## config.mk

```make
export PLATFORM = sky130hd
export DESIGN_NAME = cfpu_ctrl
export DESIGN_NICKNAME = d
export VERILOG_FILES = /design/src/design/cfpu_pkg.sv /design/src/design/cfpu_ctrl.sv
export SDC_FILE = /design/constraint.sdc
export NUM_CORES = 1
export LEC_CHECK = 0
export ABC_AREA = 1
export BUFFER_PORTS_ARGS = -buffer_cell sky130_fd_sc_hd__buf_2
export CORE_MARGIN = 2
export CORE_UTILIZATION = 64
export DETAILED_ROUTE_END_ITERATION = 6
export PLACE_DENSITY = 0.91
export SLEW_MARGIN = 20
export SYNTH_ARGS = -nofsm -noshare
export SYNTH_HDL_FRONTEND = slang
export SYNTH_SLANG_ARGS = --single-unit
```

## constraint.sdc

```tcl
create_clock -name clk -period 10.1 [get_ports clk]
set_input_delay 1.01 -clock clk [delete_from_list [all_inputs] [get_ports clk]]
set_output_delay 1.01 -clock clk [all_outputs]
set_load 0.005 [all_outputs]
```

## src/design/cfpu_pkg.sv

```systemverilog
`timescale 1ns / 1ps
package cfpu_pkg;

	localparam int MAX_ORDER_DEF = 8;
	localparam int ACC_W         = 52;
	localparam int SQ_STEPS      = 24;
	localparam int RC_STEPS      = 33;
	localparam logic [3:0] SIZE_RESET = 4'd8;

	// datapath operations
	localparam logic [4:0] OP_IDLE   = 5'd0;
	localparam logic [4:0] OP_LOAD   = 5'd1;
	localparam logic [4:0] OP_ELEM   = 5'd2;
	localparam logic [4:0] OP_CAPA   = 5'd3;
	localparam logic [4:0] OP_MUL    = 5'd4;
	localparam logic [4:0] OP_OFFMUL = 5'd5;
	localparam logic [4:0] OP_RND    = 5'd6;
	localparam logic [4:0] OP_ACC    = 5'd7;
	localparam logic [4:0] OP_DIFF   = 5'd8;
	localparam logic [4:0] OP_SQINIT = 5'd9;
	localparam logic [4:0] OP_SQSTEP = 5'd10;
	localparam logic [4:0] OP_SQWR   = 5'd11;
	localparam logic [4:0] OP_RCSTEP = 5'd12;
	localparam logic [4:0] OP_RCWR   = 5'd13;
	localparam logic [4:0] OP_OFFWR  = 5'd14;
	localparam logic [4:0] OP_EMIT   = 5'd15;
	localparam logic [4:0] OP_FAIL   = 5'd16;

	typedef struct packed {
		logic signed [31:0] element_value;
		logic [2:0]         row_index;
		logic [2:0]         col_index;
		logic               load_last;
	} in_item_t;

	typedef struct packed {
		logic signed [31:0] factor_value;
		logic [2:0]         out_row;
		logic [2:0]         out_col;
		logic               run_last;
		logic               positive_definite;
	} out_item_t;

	typedef struct packed {
		logic [4:0] op;
		logic [2:0] row;
		logic [2:0] col;
		logic       last;
	} cmd_t;

	typedef struct packed {
		logic s_positive;
		logic unit_done;
	} status_t;

	// packed upper-triangle position of (r, c)
	function automatic logic [7:0] pos(input logic [3:0] r, input logic [3:0] c);
		logic [7:0] cc;
		cc = {4'd0, c};
		return 8'((cc * (cc + 8'd1)) >> 1) + {4'd0, r};
	endfunction

	// clamp to the signed 32-bit range
	function automatic logic signed [31:0] sat32(input logic signed [52:0] v);
		if (v > $signed({21'd0, 32'h7FFF_FFFF})) return 32'sh7FFF_FFFF;
		if (v < $signed({21'h1F_FFFF, 32'h8000_0000})) return 32'sh8000_0000;
		return v[31:0];
	endfunction

	function automatic logic [31:0] mag(input logic signed [31:0] v);
		return v[31] ? 32'(-v) : 32'(v);
	endfunction

endpackage

```

## src/design/cfpu_ctrl.sv

```systemverilog
`timescale 1ns / 1ps
module cfpu_ctrl #(
	parameter int MAX_ORDER = cfpu_pkg::MAX_ORDER_DEF,
	localparam int DEPTH = MAX_ORDER * (MAX_ORDER + 1) / 2,
	localparam int AW = (DEPTH > 1) ? $clog2(DEPTH) : 1,
	localparam int IW = (MAX_ORDER > 1) ? $clog2(MAX_ORDER) : 1
) (
	input  logic              clk,
	input  logic              arst_n,
	input  logic              cfg_we,
	input  logic [3:0]        cfg_wdata,
	input  logic              in_valid,
	input  logic              in_load_last,
	output logic              in_stall,
	output logic              out_valid,
	input  logic              out_stall,
	output cfpu_pkg::cmd_t    cmd,
	input  cfpu_pkg::status_t status,
	output logic [AW-1:0]     in_raddr,
	output logic [AW-1:0]     f_raddr,
	output logic [AW-1:0]     f_waddr,
	output logic [IW-1:0]     piv_idx
);
	import cfpu_pkg::*;

	localparam logic [4:0] ST_LOAD   = 5'd0;
	localparam logic [4:0] ST_ENTRY  = 5'd1;
	localparam logic [4:0] ST_ELEM   = 5'd2;
	localparam logic [4:0] ST_RDA    = 5'd3;
	localparam logic [4:0] ST_RDB    = 5'd4;
	localparam logic [4:0] ST_MUL    = 5'd5;
	localparam logic [4:0] ST_RND    = 5'd6;
	localparam logic [4:0] ST_ACC    = 5'd7;
	localparam logic [4:0] ST_DIFF   = 5'd8;
	localparam logic [4:0] ST_PIV    = 5'd9;
	localparam logic [4:0] ST_SQ     = 5'd10;
	localparam logic [4:0] ST_SQWR   = 5'd11;
	localparam logic [4:0] ST_RC     = 5'd12;
	localparam logic [4:0] ST_RCWR   = 5'd13;
	localparam logic [4:0] ST_OFFMUL = 5'd14;
	localparam logic [4:0] ST_OFFRND = 5'd15;
	localparam logic [4:0] ST_OFFWR  = 5'd16;
	localparam logic [4:0] ST_NEXT   = 5'd17;
	localparam logic [4:0] ST_EREAD  = 5'd18;
	localparam logic [4:0] ST_ELOAD  = 5'd19;
	localparam logic [4:0] ST_EOUT   = 5'd20;
	localparam logic [4:0] ST_FOUT   = 5'd21;

	logic [4:0]    state_q, state_d;
	logic [3:0]    size_q;
	logic [IW-1:0] i_q, j_q, k_q, ei_q, ej_q;
	logic [AW-1:0] ep_q;
	logic          out_valid_q;

	logic [3:0] n_eff, nm1;
	logic       i_last, j_is_i, k_done, e_last;

	// effective order, clamped to 1..MAX_ORDER
	always_comb begin
		if (size_q == 4'd0) n_eff = 4'd1;
		else if (int'(size_q) > MAX_ORDER) n_eff = 4'(MAX_ORDER);
		else n_eff = size_q;
		nm1 = n_eff - 4'd1;
	end

	assign i_last = (4'(i_q) == nm1);
	assign j_is_i = (j_q == i_q);
	assign k_done = ((4'(k_q) + 4'd1) == 4'(j_q));
	assign e_last = (4'(ei_q) == nm1) && (ej_q == ei_q);

	assign in_stall  = (state_q != ST_LOAD);
	assign out_valid = out_valid_q;

	// next state and datapath command
	always_comb begin
		state_d  = state_q;
		cmd      = '{op: OP_IDLE, row: 3'(ej_q), col: 3'(ei_q), last: e_last};
		in_raddr = AW'(pos(4'(j_q), 4'(i_q)));
		f_raddr  = ep_q;
		f_waddr  = AW'(pos(4'(j_q), 4'(i_q)));
		piv_idx  = j_q;
		unique case (state_q)
			ST_LOAD: begin
				if (in_valid) begin
					cmd.op = OP_LOAD;
					if (in_load_last) state_d = ST_ENTRY;
				end
			end
			ST_ENTRY: state_d = ST_ELEM;
			ST_ELEM: begin
				cmd.op  = OP_ELEM;
				state_d = (j_q != '0) ? ST_RDA : ST_DIFF;
			end
			ST_RDA: begin
				f_raddr = AW'(pos(4'(k_q), 4'(i_q)));
				state_d = ST_RDB;
			end
			ST_RDB: begin
				cmd.op  = OP_CAPA;
				f_raddr = AW'(pos(4'(k_q), 4'(j_q)));
				state_d = ST_MUL;
			end
			ST_MUL: begin
				cmd.op  = OP_MUL;
				state_d = ST_RND;
			end
			ST_RND: begin
				cmd.op  = OP_RND;
				state_d = ST_ACC;
			end
			ST_ACC: begin
				cmd.op  = OP_ACC;
				state_d = k_done ? ST_DIFF : ST_RDA;
			end
			ST_DIFF: begin
				cmd.op  = OP_DIFF;
				state_d = j_is_i ? ST_PIV : ST_OFFMUL;
			end
			ST_PIV: begin
				if (status.s_positive) begin
					cmd.op  = OP_SQINIT;
					state_d = ST_SQ;
				end else begin
					cmd.op   = OP_FAIL;
					cmd.row  = 3'(i_q);
					cmd.col  = 3'(i_q);
					cmd.last = 1'b1;
					state_d  = ST_FOUT;
				end
			end
			ST_SQ: begin
				cmd.op = OP_SQSTEP;
				if (status.unit_done) state_d = ST_SQWR;
			end
			ST_SQWR: begin
				cmd.op  = OP_SQWR;
				f_waddr = AW'(pos(4'(i_q), 4'(i_q)));
				state_d = ST_RC;
			end
			ST_RC: begin
				cmd.op = OP_RCSTEP;
				if (status.unit_done) state_d = ST_RCWR;
			end
			ST_RCWR: begin
				cmd.op  = OP_RCWR;
				piv_idx = i_q;
				state_d = ST_NEXT;
			end
			ST_OFFMUL: begin
				cmd.op  = OP_OFFMUL;
				state_d = ST_OFFRND;
			end
			ST_OFFRND: begin
				cmd.op  = OP_RND;
				state_d = ST_OFFWR;
			end
			ST_OFFWR: begin
				cmd.op  = OP_OFFWR;
				state_d = ST_NEXT;
			end
			ST_NEXT: begin
				if (j_is_i && i_last) state_d = ST_EREAD;
				else state_d = ST_ENTRY;
			end
			ST_EREAD: state_d = ST_ELOAD;
			ST_ELOAD: begin
				cmd.op  = OP_EMIT;
				state_d = ST_EOUT;
			end
			ST_EOUT: begin
				if (!out_stall) state_d = e_last ? ST_LOAD : ST_EREAD;
			end
			ST_FOUT: begin
				if (!out_stall) state_d = ST_LOAD;
			end
			default: state_d = ST_LOAD;
		endcase
	end

	// state, counters and output valid
	always_ff @(posedge clk or negedge arst_n) begin
		if (!arst_n) begin
			state_q     <= ST_LOAD;
			size_q      <= SIZE_RESET;
			i_q         <= '0;
			j_q         <= '0;
			k_q         <= '0;
			ei_q        <= '0;
			ej_q        <= '0;
			ep_q        <= '0;
			out_valid_q <= 1'b0;
		end else begin
			state_q <= state_d;
			if (cfg_we) size_q <= cfg_wdata;
			unique case (state_q)
				ST_LOAD: begin
					i_q <= '0;
					j_q <= '0;
				end
				ST_ELEM: k_q <= '0;
				ST_ACC: k_q <= k_q + IW'(1);
				ST_PIV: begin
					if (!status.s_positive) out_valid_q <= 1'b1;
				end
				ST_NEXT: begin
					if (j_is_i) begin
						i_q <= i_q + IW'(1);
						j_q <= '0;
					end else begin
						j_q <= j_q + IW'(1);
					end
					ei_q <= '0;
					ej_q <= '0;
					ep_q <= '0;
				end
				ST_ELOAD: out_valid_q <= 1'b1;
				ST_EOUT: begin
					if (!out_stall) begin
						out_valid_q <= 1'b0;
						ep_q        <= ep_q + AW'(1);
						if (ej_q == ei_q) begin
							ei_q <= ei_q + IW'(1);
							ej_q <= '0;
						end else begin
							ej_q <= ej_q + IW'(1);
						end
					end
				end
				ST_FOUT: begin
					if (!out_stall) out_valid_q <= 1'b0;
				end
				default: ;
			endcase
		end
	end

endmodule

```

# ---- Yosys cells after proc, flatten, opt, wreduce, memory -nomap -nowiden
# Cells that the tools add are included.
dict set report word_totals {
  ff_bits 31
  latch_bits 0
  mem_bits_rw 0
  mem_bits_ro 0
  in_bits 12
  out_inout_bits 35
  elab_cells 119
  n_memories 0
}
dict set report op_classes {
  n_addsub 14
  multipliers 2
  div_mod_pow 0
  magnitude_cmp 1
  n_eq_ne 36
  n_shift 0
  mux 39
  bitwise 0
  reduce_logical 18
}
# op count
set ops {}
lappend ops {{$pmux 5 s21} 1}
lappend ops {{$pmux 5 s15} 1}
lappend ops {{$mux 5} 10}
lappend ops {{$eq 5x4->1 const B} 8}
lappend ops {{$eq 5x5->1 const B} 6}
lappend ops {{$pmux 3 s2} 5}
lappend ops {{$add 6x3->6} 4}
lappend ops {{$mux 3} 8}
lappend ops {{$pmux 6 s2} 2}
lappend ops {{$eq 5x3->1 const B} 4}
lappend ops {{$ne 2x2->1 const B} 10}
lappend ops {{$mux 4} 4}
lappend ops {{$add 3x1->3 const B} 5}
lappend ops {{$mul 3x4->7} 2}
lappend ops {{$mux 7} 2}
lappend ops {{$add 3x1->4 const B} 3}
lappend ops {{$mux 6} 2}
lappend ops {{$eq 5x2->1 const B} 2}
lappend ops {{$eq 3x4->1} 2}
lappend ops {{$add 6x1->6 const B} 1}
lappend ops {{$eq 3x3->1} 2}
lappend ops {{$reduce_and 3->1} 2}
lappend ops {{$reduce_and 6->1} 1}
lappend ops {{$reduce_bool 2->1} 3}
lappend ops {{other kinds (13)} 20}

# ---- Longest topological paths before layout
# Gate-level depths: netlist of run 1.
dict set report logic_depth {
  ltp_word 9
  mapped_depth 21
  mapped_depth_nobuf 21
}

# ---- Worst setup path after synthesis of run 1
# OpenSTA, ideal clock, no wires.
dict set report synth_path {
  kind {flip-flop to output port}
  start {register i_q[0]}
  end {output port f_waddr[5]}
  arrival_ps 3368
  t_required_ps 9090
  path_slack_ps 5722
  stages_incl_launch_ff 19
  path_buffers 1
  path_cell_list {dfrtp_1 buf_2 inv_1 ha_1 inv_1 nand2_1 fa_1 inv_1 fa_1 ha_1 nand2_1 nand2_1 a31oi_1 or2_1 nor2_1 nand2_1 and2_1 nand2_1 nand2_1}
}
dict set report synth_via {
  elab_chain_cells 4
}
# element line
set synth_rtl {}
lappend synth_rtl {{start: declaration} cfpu_ctrl.sv:51} ;# logic [IW-1:0] i_q, j_q, k_q, ei_q, ej_q;
lappend synth_rtl {{start signal: assignment} cfpu_ctrl.sv:207} ;# i_q <= i_q + IW'(1);
lappend synth_rtl {{$add 3x1->4} --}
lappend synth_rtl {{$mul 3x4->7 (*)} --}
lappend synth_rtl {{$add 6x3->6 (*)} --}
lappend synth_rtl {{named net in_raddr[5]} cfpu_ctrl.sv:19} ;# output logic [AW-1:0] in_raddr,
lappend synth_rtl {{$mux 6 (*)} cfpu_ctrl.sv:82} ;# unique case (state_q)
lappend synth_rtl {{end: declaration} cfpu_ctrl.sv:21} ;# output logic [AW-1:0] f_waddr,
# The timed path passes the listed nets; every way through them passes the cells marked *.

# ---- Final worst setup path of run 1
dict set report layout_path {
  start {register i_q[0]}
  end {output port f_waddr[5]}
}
dict set report layout_via {
  elab_chain_cells 4
}
# element line
set layout_rtl {}
lappend layout_rtl {{$add 3x1->4} cfpu_pkg.sv:60} ;# return 8'((cc * (cc + 8'd1)) >> 1) + {4'd0, r};
lappend layout_rtl {{$mul 3x4->7} cfpu_pkg.sv:60}
lappend layout_rtl {{$add 6x3->6} cfpu_pkg.sv:60}
lappend layout_rtl {{$mux 6 (*)} cfpu_ctrl.sv:82}
# Mark *: on every way between the ends. The rest lies on a longest branch, timed or not.

==> results_dict.tcl, run 1 <==
set metrics [dict create \
    status "complete, no violations" \
    track_usage_pct 31.8 \
    cp_top_family "adder cells" \
    drt_pass1_iterations 5 \
    tns_ps 0 \
    hold_viol_final 0 \
    clkPwrFrac_pct 14.3 \
    grt_pass1_vias 3331 \
    cts_tree "yes" \
    p_leak_uw 0.00213 \
    ys.flop_type "dfrtp_1" \
    maxSlewViolCount 0 \
    drv_cap 0 \
    synth_top_cell_by_area "dfrtp_1" \
    p_int_uw 338 \
    synth.distinct_cells 43 \
    routed_wl_mm 8.94 \
    yosysSeqAreaShare_pct 22.5 \
    yosys_warnings 0 \
    root_buffer "clkbuf_8" \
    fillers 403 \
    core-area_sq_mm 0.00517 \
    drc 0 \
    fp.dieH_um 77.5 \
    seq_power_share_pct 30.0 \
    layout.nets 604 \
    period_share_pct 51.6 \
    post_cts_buffers 0 \
    clock-sinks 31 \
    swShare_pct 51.0 \
    ctsResizeCount 0 \
    pin_count 47 \
    timing.reg2reg.setup_slack_ps 7770 \
    combPwrFrac_pct 55.7 \
    ys_async_sr_fraction_pct 100 \
    drtAntennaViolNets 0 \
    syn_avg_cell_area_sq_um 6.85 \
    gp_congestion 0.989 \
    fin_skew_ps 10.7 \
    diodes 0 \
    final-setup-viol-count 0 \
    clk_latency_ps 300 \
    synthCells 504 \
    hold_path_depth 1 \
    numCtsBuffers 5 \
    crit_slowest_cell "dfrtp_1" \
    avgRoutedWirePerCell_um 14.4 \
    synth_nets 558 \
    syn_area_sq_mm 0.00345 \
    cp.depth 18 \
    start_util_pct 66.8 \
    syn2layout_area_growth_pct 10.2 \
    cp_cell_sequence "inv_1 > ha_1 > inv_1 > nand2_1 > fa_1 > inv_1 > fa_1 > ha_1 > nand2_1 > nand2_1 > a31oi_1 > or2_1 > nor2_1 > nand2_1 > and2_1 > nand2_1 > nand2_1 > buf_2" \
    fmax_ghz 0.192 \
    max_stage_delay_ps 610 \
    end_kind "output pin" \
    hpwl_mm 7.14 \
    antenna_found_initial 0 \
    final_util_pct 73.6 \
    fin_crit_ps 5210 \
    timing.critical_path.mode_cell "nand2_1" \
    crit_buf_inv 4 \
    rsz0062_at_grt "no" \
    grt_pass1_wl_mm 15.3 \
    worst_hold_path_type "flip-flop to flip-flop" \
    die_width_um 77.5 \
    grt_max_degree 32 \
    powerDensity_mw_per_mm2 181 \
    dieArea_sq_mm 0.00600 \
    slew_headroom_pct 51.0 \
    synth_edf_count 0 \
    r2r_cells 12 \
    grt.overflow.total 0 \
    drt-vias-per-instance 5.73 \
    synth_seq_cells 31 \
    yosysMostFrequentCell "nand2_1" \
    required_ps 9090 \
    drt_iter0_markers 305 \
    cts_max_level 2 \
    arrival_ps 4200 \
    p_sw_uw 352 \
    holdBufCountCts 0 \
    portBuffers 46 \
    synth.top_cell.area_share_pct 21.7 \
    peakVddDrop_uv 130 \
    clk_path_buf_depth 2 \
    worstMarginPinSlew_ps 733 \
    path_clk_slew_ps 70 \
    yosys-top-cells-count "nand2_1 (145), inv_1 (63), ha_1 (33), nor2_1 (33), nand3_1 (32)" \
    vias 3557 \
    crit_type "flip-flop to output pin" \
    drive_gt1_share_pct 17.1 \
    path_max_fanout 12 \
    ys_top_cells_by_area "dfrtp_1 (22%), nand2_1 (16%), ha_1 (12%)" \
    start_kind "flip-flop" \
    rows 26 \
]
==> state kept, by name (all words and copies together), names as in the netlist <==
register and flops:
ej_q 3, j_q 3, out_valid 1, state_q 5, ei_q 3, ep_q 6, k_q 3, size_q 4
i_q 3
==> area by class of cell <==
type | instances | area [sq um] | area share (%)
multi-input cells | 387 | 2330 | 61.2
clock inverters | 2 | 12.5 | 0.329
inverters | 79 | 298 | 7.82
flip-flops and latches | 31 | 777 | 20.4
repair buffers | 46 | 230 | 6.05
well taps | 70 | 87.6 | 2.30
clock buffers | 6 | 72.6 | 1.91
==> kinds of logic after synthesis <==
family	Yosys count	share of synthesized area [%]
AND/OR/NAND/NOR	254	33.5
buffers and inverters	86	10.1
AO/OA/AOI/OAI	72	11.8
adder cells (fa/ha/maj)	42	17.2
flip-flops	31	22.5
XOR/XNOR	17	4.31
multiplexers	2	0.652
==> placed cells by master (no fill, tap or decap), types with 3 or more instances in the layout <==
| cell | instances |
|---|---|
| o21ai_0 | 31 |
| o21ai_1 | 5 |
| ha_1 | 33 |
| nand4_1 | 7 |
| a21oi_1 | 16 |
| xnor2_1 | 9 |
| nor2_1 | 33 |
| nor3_1 | 10 |
| inv_2 | 14 |
| nand3b_1 | 3 |
| nor2_4 | 3 |
| nor2_2 | 8 |
| dfrtp_1 | 30 |
| nand3_1 | 32 |
| fa_1 | 9 |
| xor2_1 | 8 |
| a31oi_1 | 5 |
| inv_1 | 63 |
| buf_2 | 46 |
| nand2_1 | 145 |
| o22ai_1 | 6 |
| clkbuf_8 | 5 |
==> per-layer routing <==
layer | wire [um] | global-route usage [%] | part of all wire [%]
met4 | 225 | 10.5 | 2.5
met1 | 3730 | 40.1 | 42
met5 | 0 | 0 | 0
met3 | 568 | 4.88 | 6.4
met2 | 4410 | 55.7 | 49
==> worst paths after layout <==
| kind | end | startpoint |
|---|---|---|
| min in group asynchronous | j_q[2]$_DFFE_PN0P_ | arst_n |
| setup reg to reg | state_q[0]$_DFFE_PN0P_ | state_q[0]$_DFFE_PN0P_ |
| max in group asynchronous | i_q[1]$_DFFE_PN0P_ | arst_n |
| setup / recovery | f_waddr[5] | i_q[0]$_DFFE_PN0P_ |
| hold / removal | ep_q[5]$_DFFE_PN0P_ | ep_q[5]$_DFFE_PN0P_ |
| hold reg to reg | ep_q[5]$_DFFE_PN0P_ | ep_q[5]$_DFFE_PN0P_ |
==> worst register-to-register path: stages, from the launching register on <==
cell and delay [ps]:
dfrtp_1 630, inv_2 80, nor2_2 160, inv_2 90
nor2_2 150, inv_2 50, nor2_1 560, inv_2 130
nand3_1 110, nor2_1 50, nand3b_1 100, nand2_1 90
nand2_1 70
==> power groups by stage <==
stage,clock [uW],combinational [uW],sequential (uW)
floorplan,0,294,181
global placement,0,368,206
detailed placement,0,375,208
CTS,98.1,378,206
global route,102,431,212
finish,99.0,385,207
==> stage by stage <==
step	std cells	cell area (sq um)	hold WS, ps	total power [uW]	setup WS, ps
finish	621	3810	474	691	4890
global placement	613	3720	456	574	5390
floorplan	504	3450	441	475	5720
detailed placement	613	3720	466	583	5270
global route	621	3810	506	745	4490
CTS	621	3810	475	682	4930
Power figures use the tool's default switching activity.
==> run 2, diff against run 1 <==
Settings changed: CORE_UTILIZATION 64 to 53, PLACE_DENSITY 0.91 to 0.81.
Clock period 10.1 ns to 4.7 ns, I/O delays scaled along.
==> run 2 against run 1 <==
Against the previous run: sequential share of layout area decreased by 0.32 points; critical endpoint unchanged; setup slack worse by 4600 ps; final cell count increased by 1.8%; cell area increased by 2.1%; critical path depth did not move; largest power group unchanged.
==> results_dict.tcl, run 2 (same netlist as run 1, synthesis figures left out) <==
set metrics [dict create \
    pre_cts_slack_ps 407 \
    layout.nets 608 \
    drt_pass1_iterations 5 \
    core-area_sq_mm 0.00631 \
    reg.largest.list "ep_q x6, state_q x5, size_q x4" \
    cp_cell_sequence "buf_4 > ha_1 > inv_1 > nand2_1 > fa_1 > inv_1 > fa_1 > ha_1 > nand2_1 > nand2_1 > a31oi_1 > or2_1 > nor2_1 > nand2_1 > and2_1 > nand2_1 > nand2_1 > buf_2" \
    numCtsBuffers 5 \
    dpl.cell_count 621 \
    avgRoutedWirePerCell_um 14.4 \
    setup_slack_ps 286 \
    drive_gt1_share_pct 18.6 \
    path_clk_slew_ps 70 \
    path_max_fanout 8 \
    grt_pass1_vias 3541 \
    root_buffer "clkbuf_8" \
    grt_pass1_wl_mm 15.8 \
    fin_cells 632 \
    grt_max_degree 32 \
    hpwl_mm 7.21 \
    final_common_cell "nand2_1" \
    largest_reg_flops 6 \
    period_share_pct 93.9 \
    drtAntennaViolNets 0 \
    status "complete, no violations" \
    diodes 0 \
    cts_tree "yes" \
    cp.depth 18 \
    peakVddDrop_uv 276 \
    largest_register "ep_q" \
    antenna_found_initial 0 \
    rows 29 \
    final-setup-viol-count 0 \
    start_kind "flip-flop" \
    arrival_ps 3940 \
    cts_max_level 2 \
    slew_headroom_pct 49.9 \
    worst_hold_path_type "primary input to asynchronous set/reset pin" \
    crit_slowest_cell "fa_1" \
    fp.dieH_um 84.7 \
    powerDensity_mw_per_mm2 403 \
    crit_type "flip-flop to output pin" \
    p_leak_uw 0.00217 \
    track_usage_pct 27.1 \
    clk_latency_ps 290 \
    clk_path_buf_depth 2 \
    routed_wl_mm 9.13 \
    fin_skew_ps 4.07 \
    cp_top_family "adder cells" \
    fin_crit_ps 4410 \
    syn2layout_area_growth_pct 12.5 \
    portBuffers 46 \
    hold_viol_final 0 \
    clock-sinks 31 \
    fmax_ghz 0.227 \
    end_kind "output pin" \
    gp_congestion 0.926 \
    grt.overflow.total 0 \
    r2r_cells 12 \
    r2r-end "state_q[1]$_DFFE_PN0P_" \
    drc 0 \
    start_util_pct 54.7 \
    maxSlewViolCount 0 \
    pin_count 47 \
    drt-vias-per-instance 5.60 \
    reg2reg_from "size_q[2]$_DFFE_PN0P_" \
    hold_ws_ps 234 \
    drt_iter0_markers 282 \
    dieArea_sq_mm 0.00718 \
    cp-startpoint "i_q[1]$_DFFE_PN0P_" \
    drv_cap 0 \
    die_width_um 84.7 \
    vias 3537 \
    max_stage_delay_ps 550 \
    crit_buf_inv 4 \
    worstMarginPinSlew_ps 749 \
    timing.reg2reg.setup_slack_ps 2420 \
    final_cell_mix "nand2_1 (145), inv_1 (63), buf_2 (46)" \
    required_ps 4230 \
    timing.critical_path.mode_cell "nand2_1" \
]
==> run 2: final cells by class <==
cell class                      count  area (sq um)
Sequential cell                    31           781
Clock buffer                        6          82.6
Multi-Input combinational cell    387          2330
Timing Repair Buffer               50           260
Inverter                           79           302
Clock inverter                      2          35.0
Tap cell                           77          96.3
Fill cell                         598          2430
==> run 2: worst reg2reg max path, stage by stage (launching register included) <==
cell and delay (ps):
dfrtp_1 410, o21ai_0 310, nand2_1 180, ha_1 370, inv_1 80, nand2_1 70
o21ai_0 70, nor2_1 100, nand3_1 140, a21oi_1 190, nand3_1 100, nand2_1 80
nand2_1 50
==> run 2: power breakdown <==
part           switching [uW]  total (uW)  internal [uW]
Combinational             541         850            309
Clock                     108         279            171
Sequential                105         435            330
Total                     754        1560            811
==> run 2: how the worst max path moves through the flow <==
stage and to:
2_1_floorplan f_waddr[5], 3_3_place_gp f_raddr[5], 3_5_place_dp f_waddr[5], 4_1_cts f_waddr[5], 5_1_grt f_raddr[5], 6_report f_waddr[5]
==> run 2: per-layer routing <==
| layer | vias to the layer above | track usage (%) | routed length, um |
|---|---|---|---|
| li1 | 1735 | - | - |
| met1 | 1633 | 35.9 | 3970 |
| met2 | 139 | 45.6 | 4390 |
| met3 | 30 | 4.33 | 522 |
| met4 | 0 | 8.08 | 248 |
| met5 | - | 0 | 0 |
==> run 2: through the flow <==
step           power (uW)  TNS (ps)  cell area, sq um  utilization (%)
2_1_floorplan        1020         0              3450                -
3_3_place_gp         1240         0              3740             59.2
3_5_place_dp         1250         0              3740             59.2
4_1_cts              1540         0              3850             61.1
5_1_grt              1700    -0.953              3880             61.5
6_report             1560         0              3880             61.5
==> run 2: repair_timing <==
item,CTS,global route
gates resized for setup,0,4
buffers inserted,0,3
setup endpoints to repair,0,7
hold buffers,0,0
